**src/rtl/core/dfbb_pkg.sv**
```systemverilog
// Shared types and constants of the packet delay FIFO with byte budget.
// Used by the channel interfaces, the front, the back and the top level.
`default_nettype none

package dfbb_pkg;

  localparam int QUEUE_DEPTH = 64;
  localparam int TIME_BITS   = 48;
  localparam int IDX_W       = $clog2(QUEUE_DEPTH);
  localparam int CNT_W       = $clog2(QUEUE_DEPTH + 1);

  localparam int HANDLE_W    = 32;
  localparam int BYTES_W     = 24;
  localparam int TOTAL_W     = 32;
  localparam int CFG_W       = 32;
  localparam int CFG_IDX_W   = 1;
  localparam int REQ_W       = 2;
  localparam int STATUS_W    = 2;
  localparam int OUT_CNT_W   = 7;

  localparam int CMDQ_DEPTH  = 2;
  localparam int CMDQ_PTR_W  = $clog2(CMDQ_DEPTH);
  localparam int CMDQ_CNT_W  = $clog2(CMDQ_DEPTH + 1);

  typedef enum logic [REQ_W-1:0] {
    REQ_PUSH  = 2'd0,
    REQ_POP   = 2'd1,
    REQ_FLUSH = 2'd2,
    REQ_NOP   = 2'd3
  } req_t;

  typedef enum logic [STATUS_W-1:0] {
    ST_DONE      = 2'd0,
    ST_NOT_READY = 2'd1,
    ST_ZERO_SIZE = 2'd2,
    ST_FULL      = 2'd3
  } status_t;

  typedef enum logic [CFG_IDX_W-1:0] {
    CFG_DELAY  = 1'b0,
    CFG_BUDGET = 1'b1
  } cfg_idx_t;

  typedef enum logic [2:0] {
    CMD_PUSH  = 3'd0,
    CMD_ZERO  = 3'd1,
    CMD_POP   = 3'd2,
    CMD_FLUSH = 3'd3,
    CMD_NOP   = 3'd4
  } cmd_kind_t;

  typedef struct packed {
    cmd_kind_t                    kind;
    logic [HANDLE_W-1:0]          handle;
    logic [BYTES_W-1:0]           bytes;
    logic signed [TIME_BITS-1:0]  time_us;
  } cmd_t;

  typedef struct packed {
    logic [HANDLE_W-1:0]          handle;
    logic [BYTES_W-1:0]           bytes;
    logic signed [TIME_BITS-1:0]  time_us;
  } entry_t;

  localparam int ENTRY_W = $bits(entry_t);

  typedef struct packed {
    status_t                      status;
    logic [HANDLE_W-1:0]          popped_handle;
    logic [BYTES_W-1:0]           popped_bytes;
    logic signed [TIME_BITS-1:0]  popped_time;
    logic [OUT_CNT_W-1:0]         flushed_count;
    logic [OUT_CNT_W-1:0]         dropped_count;
    logic [OUT_CNT_W-1:0]         queued_count;
    logic [TOTAL_W-1:0]           queued_bytes;
  } res_t;

endpackage

`default_nettype wire

```
**src/rtl/core/dfbb_if.sv**
```systemverilog
// Valid/ready channel interfaces for request and result words.
// Depends on dfbb_pkg for field widths.
`default_nettype none

interface dfbb_in_if import dfbb_pkg::*;
();
  logic                         valid;
  logic                         ready;
  logic [REQ_W-1:0]             req_type;
  logic [HANDLE_W-1:0]          packet_handle;
  logic [BYTES_W-1:0]           packet_bytes;
  logic signed [TIME_BITS-1:0]  time_us;

  modport source (output valid, req_type, packet_handle, packet_bytes, time_us,
                  input ready);
  modport sink   (input valid, req_type, packet_handle, packet_bytes, time_us,
                  output ready);
endinterface


`default_nettype wire

```
**src/rtl/core/dfbb_front.sv**
```systemverilog
// Front of the delay FIFO: accepts request words, classifies them and
// queues commands for the back. Depends on dfbb_pkg and dfbb_in_if.
`default_nettype none

module dfbb_front import dfbb_pkg::*;
(
  input  wire logic  clk,
  input  wire logic  rst_n,
  dfbb_in_if.sink    in_ch,
  output cmd_t       cmd,
  output logic       cmd_valid,
  input  wire logic  cmd_ready
);

  cmd_t                  q_r [CMDQ_DEPTH];
  logic [CMDQ_PTR_W-1:0] wr_ptr_r, wr_ptr_nxt;
  logic [CMDQ_PTR_W-1:0] rd_ptr_r, rd_ptr_nxt;
  logic [CMDQ_CNT_W-1:0] fill_r, fill_nxt;
  cmd_t                  new_cmd;
  logic                  push, pop;

  function automatic logic [CMDQ_PTR_W-1:0] ptr_inc(input logic [CMDQ_PTR_W-1:0] p);
    return (p == CMDQ_PTR_W'(CMDQ_DEPTH - 1)) ? '0 : p + 1'b1;
  endfunction

  always_comb begin
    new_cmd.handle  = in_ch.packet_handle;
    new_cmd.bytes   = in_ch.packet_bytes;
    new_cmd.time_us = in_ch.time_us;
    unique case (req_t'(in_ch.req_type))
      REQ_PUSH:  new_cmd.kind = (in_ch.packet_bytes == '0) ? CMD_ZERO : CMD_PUSH;
      REQ_POP:   new_cmd.kind = CMD_POP;
      REQ_FLUSH: new_cmd.kind = CMD_FLUSH;
      REQ_NOP:   new_cmd.kind = CMD_NOP;
      default:   new_cmd.kind = CMD_NOP;
    endcase
  end

  assign in_ch.ready = (fill_r != CMDQ_CNT_W'(CMDQ_DEPTH));
  assign push        = in_ch.valid && in_ch.ready;
  assign cmd_valid   = (fill_r != '0);
  assign pop         = cmd_valid && cmd_ready;
  assign cmd         = q_r[rd_ptr_r];

  always_comb begin
    wr_ptr_nxt = push ? ptr_inc(wr_ptr_r) : wr_ptr_r;
    rd_ptr_nxt = pop  ? ptr_inc(rd_ptr_r) : rd_ptr_r;
    fill_nxt   = fill_r;
    if (push && !pop) begin
      fill_nxt = fill_r + 1'b1;
    end else if (pop && !push) begin
      fill_nxt = fill_r - 1'b1;
    end
  end

  always_ff @(posedge clk) begin
    if (!rst_n) begin
      wr_ptr_r <= '0;
      rd_ptr_r <= '0;
      fill_r   <= '0;
    end else begin
      wr_ptr_r <= wr_ptr_nxt;
      rd_ptr_r <= rd_ptr_nxt;
      fill_r   <= fill_nxt;
    end
  end

  always_ff @(posedge clk) begin
    if (push) begin
      q_r[wr_ptr_r] <= new_cmd;
    end
  end

endmodule

`default_nettype wire

```
**src/flat_wrapper.sv**
```systemverilog
// flat-port wrapper written by rule: the top's interface ports become plain ports
module dfbb_front_flat import dfbb_pkg::*;
  (clk, rst_n, cmd, cmd_valid, cmd_ready, in_ch_valid, in_ch_req_type, in_ch_packet_handle, in_ch_packet_bytes, in_ch_time_us, in_ch_ready);
  dfbb_in_if in_ch_i ();
  input  wire logic clk;
  input  wire logic rst_n;
  output cmd_t cmd;
  output logic cmd_valid;
  input  wire logic cmd_ready;
  input wire logic [$bits(in_ch_i.valid)-1:0] in_ch_valid;
  input wire logic [$bits(in_ch_i.req_type)-1:0] in_ch_req_type;
  input wire logic [$bits(in_ch_i.packet_handle)-1:0] in_ch_packet_handle;
  input wire logic [$bits(in_ch_i.packet_bytes)-1:0] in_ch_packet_bytes;
  input wire logic [$bits(in_ch_i.time_us)-1:0] in_ch_time_us;
  output wire logic [$bits(in_ch_i.ready)-1:0] in_ch_ready;
  assign in_ch_i.valid = in_ch_valid;
  assign in_ch_i.req_type = in_ch_req_type;
  assign in_ch_i.packet_handle = in_ch_packet_handle;
  assign in_ch_i.packet_bytes = in_ch_packet_bytes;
  assign in_ch_i.time_us = in_ch_time_us;
  assign in_ch_ready = in_ch_i.ready;
  dfbb_front u_core (.clk(clk), .rst_n(rst_n), .in_ch(in_ch_i), .cmd(cmd), .cmd_valid(cmd_valid), .cmd_ready(cmd_ready));
endmodule
```
**config.mk**
```make
export PLATFORM = sky130hd
export DESIGN_NAME = dfbb_front_flat
export DESIGN_NICKNAME = d
export VERILOG_FILES = /design/src/rtl/core/dfbb_pkg.sv /design/src/rtl/core/dfbb_if.sv /design/src/rtl/core/dfbb_front.sv /design/src/flat_wrapper.sv
export SDC_FILE = /design/constraint.sdc
export NUM_CORES = 1
export LEC_CHECK = 0
export ABC_AREA = 0
export CORE_AREA = 3 3 119 149
export CTS_BUF_LIST = sky130_fd_sc_hd__clkbuf_4
export DETAILED_ROUTE_END_ITERATION = 12
export DIE_AREA = 0 0 122 152
export DONT_BUFFER_PORTS = 1
export HOLD_SLACK_MARGIN = 0.08
export PLACE_DENSITY = 0.67
export SLEW_MARGIN = 20
export SYNTH_ARGS = -nofsm -noshare
export SYNTH_HDL_FRONTEND = slang
export SYNTH_SLANG_ARGS = --single-unit
```
**constraint.sdc**
```tcl
create_clock -name clk -period 3.9 [get_ports clk]
set_input_delay 1.17 -clock clk [delete_from_list [all_inputs] [get_ports clk]]
set_output_delay 1.17 -clock clk [all_outputs]
set_load 0.02 [all_outputs]
```
After elaboration in Yosys (flattened, before gate mapping). Memory sizes are Yosys's and may differ from the RTL's. A register that Yosys moved wholly into a read port is not among the register bits. Cells that the tools add are included.

Flip-flop bits (word level): 4. Memory bits (writable): 214. Input bits: 110. Output and inout bits: 109. Logic and storage cells: 32. Memories: 1.

Add/subtract/negate cells: 4. Equal/unequal tests: 4. Muxes and demuxes: 10. Reduce and logical (&&, ||, !) cells: 10.

Memories: u_core.q_r (depth 2, bits a word 107, read ports 1, clocked after memory_dff 1, wr ports 1, line dfbb_front.sv:15) `cmd_t q_r [CMDQ_DEPTH];`.

Operators with widths (number): zero test 24 bit (1); case mux 3 bit (4 select lines) (1); 2-to-1 mux 1 bit (7); == test 2 bit (second input constant) (2); logical AND 1 bit (4); 2-to-1 mux 2 bit (2); nonzero test 2 bit (2); adder 1 bit (second input constant) (2); adder 2 x 1 -> 2 bit (second input constant) (1); == test 2 x 1 -> 1 bit (second input constant) (1); zero test 1 bit (2); zero test 2 bit (1); inequality test 2 bit (second input constant) (1); subtractor 2 x 1 -> 2 bit (second input constant) (1).

Depth between registers and ports, before layout.
Depth in word-level cells: 6. Depth in mapped cells: 6. Mapped depth without buffers: 6.

Least setup slack after synthesis. No wires, ideal clock.

Path kind: input to register. Start: input in_ch_valid. End: memory u_core.q_r[1][0] (netlist bit) (enable). Setup time: 0.479 ns. Arrival: 3.693 ns. Required time: 3.421 ns. Slack: -0.273 ns. Stages on the path: 1. Buffers on the path: 0. Cell sequence: and3_1.

Word-level cells in the longest chain between the ends: 3.

RTL lines: start: declaration (line flat_wrapper.sv:10) `input wire logic [$bits(in_ch_i.valid)-1:0] in_ch_valid;`; logical AND 1 bit (line dfbb_front.sv:40) `assign push = in_ch.valid && in_ch.ready;`; 2-to-1 mux 1 bit (line dfbb_front.sv:69) `if (push) begin`; 2-to-1 mux 1 bit (not written as such) (line dfbb_front.sv:70) `q_r[wr_ptr_r] <= new_cmd;`; end: declaration (line dfbb_front.sv:15).

Every way passes these cells.

==> flow_metrics.py <==
metrics = {
    "route": {
        "first_pass_iters": 4,
        "drt-total-wl_mm": 14.35,
        "wl_per_cell_um": 21.33,
        "ant_nets": 0,
        "drcViolationCount": 0,
        "viasPerCell": 5.236,
        "drt-initial-drc-count": 197,
        "vias": 3524,
    },
    "min_path": {
        "whs_path_depth": 2,
        "hp-class": "reg2reg",
        "min_from": "u_core.rd_ptr_r",
    },
    "place": {
        "gp_congestion": 0.7348,
        "dpl_cell_area_um2": 8443,
        "portBuffers": 0,
        "preCtsSetupSlack_ns": 1.121,
        "dp_cells": 584,
        "hpwl_mm": 9.421,
    },
    "global_routing": {
        "grt-ovfl-total": 0,
        "grt_use_total_pct": 15.24,
        "grt_max_degree": 56,
        "grt_pass1_vias": 3961,
        "grt_pass1_wl_mm": 21.49,
        "antenna_found_initial": 1,
    },
    "cells_and_area": {
        "final_area_um2": 9075,
        "ff_latch_area_um2": 6530,
        "nets": 533,
        "drive_above_1_share_pct": 44.08,
        "nFillCells": 1275,
        "multiInputGateArea_um2": 1539,
        "syn_to_final_growth_pct": 11.07,
        "fin_cells": 673,
    },
    "worst_setup_path": {
        "arrival_ns": 2.19,
        "rr_worst_depth": 3,
        "worstReg2RegStart": "u_core.fill_r[0]",
        "critical_path_class": "reg2out",
        "path_max_fanout": 40,
        "worstSetupStartpointType": "flop",
        "endpoint_kind": "output port",
        "worstPathRequired_ns": 2.73,
    },
    "logic_synthesis": {
        "postSynthCellCount": 374,
        "synth.top_cells.by_area": "edfxtp_1 (79%), mux2_2 (11%), mux2_4 (5.5%), dfxtp_1 (1.2%), buf_6 (0.69%)",
        "synth-seq-cells": 219,
        "yosysTopAreaCellShare_pct": 78.65,
        "synth_warnings": 0,
        "synth_cell_types": 25,
        "synth_seq_area_share_pct": 79.88,
        "syn-cell-area_um2": 8170,
        "yosysTopAreaCell": "edfxtp_1",
        "syn-mean-instance-area_um2": 21.85,
        "synthesis.nets": 488,
    },
    "pwr": {
        "netSwitchingPower_mw": 1.860,
        "clkPwrFrac_pct": 27.3,
        "total_power_mw": 6.235,
        "p_int_mw": 4.375,
        "power.share.sequential_pct": 49.4,
        "ir_drop_mv": 0.5077,
        "switching_share_pct": 29.83,
        "leakagePower_nw": 3.068,
        "cellPowerDensity_nw_per_um2": 687.0,
        "pwr-share-comb_pct": 23.3,
    },
    "timing": {
        "fin_crit_ns": 3.357,
        "setup_slack_ns": 0.5432,
        "hold_violations": 0,
        "rsz0062_at_grt": "no",
        "timing.final.crit_share_pct": 86.07,
        "tns_ns": 0,
        "drv_slew": 0,
        "tightest_slew_ns": 0.7669,
        "max_freq_mhz": 297.9,
        "max_slew_margin_pct": 48.88,
        "clock_skew_ns": 0.04024,
        "finalSetupViolations": 0,
    },
    "cts": {
        "cts_inserted_buffers": 49,
        "post_cts_buffers": 0,
        "clock_latency_ns": 0.62,
        "clkTransAtPathRegs_ns": 0.07,
        "cts_resized": 0,
        "cts_tree": "yes",
        "clockBufferDepth": 3,
        "clock-sinks": 219,
        "cts_root_buffer": "clkbuf_4",
        "h-tree-depth": 2,
        "hold_buffers": 0,
    },
    "die": {
        "rows": 52,
        "die_h_um": 152,
        "die_w_um": 122,
        "die-area_um2": 18540,
        "start_util_pct": 50.03,
        "core_um2": 16330,
        "num_io_pins": 219,
    },
    "flow_run": {
        "drv_cap": 0,
    },
    "outcome": {
        "status": "finished, final reports clean",
    },
}
power groups by stage:
stage / registers (mW) / clock network, mW / logic, mW
after floorplan: 3.06 / 0 / 1.34
after global placement: 3.12 / 0 / 1.47
after detailed placement: 3.14 / 0 / 1.48
after CTS: 3.09 / 1.78 / 1.49
after global routing: 3.11 / 1.89 / 1.54
final: 3.08 / 1.70 / 1.46
through the flow:
stage | utilization, % | hold WS, ns
floorplan | - | 0.4725
global placement | 51.70 | 0.4860
detailed placement | 51.70 | 0.4915
CTS | 55.55 | 0.5066
global route | 55.57 | 0.5423
finish | 55.57 | 0.5019
path summary, 6_finish.rpt:
| check | endpoint | slack (ns) |
|---|---|---|
| setup / recovery | cmd[39] | 0.54 |
| hold / removal | flop | 0.50 |
| setup reg to reg | u_core.q_r[1][70] | 1.63 |
| hold reg to reg | flop | 0.50 |
final cells by class:
type	count	area share [%]
Antenna cell	1	0.02757
Clock buffer	78	6.453
Clock inverter	10	0.4826
Inverter	5	0.2344
Multi-Input combinational cell	138	16.96
Sequential cell	219	71.96
Tap cell	216	2.978
Timing Repair Buffer	6	0.9100
cell families (layout without fill, tap and decap cells):
logic type               after synthesis  count (layout)  synth area share [%]
other                                  0               1                     0
AO/OA/AOI/OAI                          6               6                0.4442
XOR/XNOR                               3               3                0.3217
AND/OR/NAND/NOR                       18              18                 1.271
adder cells (fa/ha/maj)                4               4                0.6126
flip-flops                           219             219                 79.88
buffers and inverters                 17              99                 1.348
multiplexers                         107             107                 16.13
sequential cells by signal, summed over array words and instances, names as in the netlist, named ones only:
signal           count
u_core.q_r         214
u_core.fill_r        2
u_core.rd_ptr_r      1
u_core.wr_ptr_r      1
synth_stat cells:
cell	number
nand4_1	1
nor2_1	4
buf_2	7
nor4b_1	1
or3_1	1
and2_1	1
nor4_1	4
inv_1	5
nand2b_1	1
edfxtp_1	214
nand3b_1	1
a21bo_2	1
and3_1	1
dfxtp_1	5
xor2_1	3
mux2_4	30
a21oi_1	2
ha_1	4
o22ai_1	1
or2_2	1
nor3_1	1
o21ai_0	2
nand3_1	1
mux2_2	77
buf_6	5
cells in the final DEF, fill, tap and decap left out, types with 2 or more instances in the layout:
cell type,netlist,final
ha_1,4,4
buf_4,0,3
edfxtp_1,214,214
mux2_2,77,77
xor2_1,3,3
mux2_4,30,30
clkinv_1,0,5
inv_2,0,2
clkinv_2,0,2
a21oi_1,2,2
clkbuf_4,0,78
nor2_1,4,4
buf_12,0,3
nor4_1,4,4
dfxtp_1,5,4
inv_1,5,4
o21ai_0,2,2
critical path, cell delays in order (launching register included):
cell	delay [ns]
dfxtp_4	0.74
buf_4	0.40
mux2_2	0.44
layer usage:
layer / share of wire, % / vias to the layer above / track usage, %
li1: - / 1606 / -
met1: 33 / 1692 / 15.01
met2: 51 / 180 / 25.58
met3: 12 / 46 / 7.661
met4: 4.7 / 0 / 8.649
met5: 0 / - / 0
(Power assumes the default switching activity.)
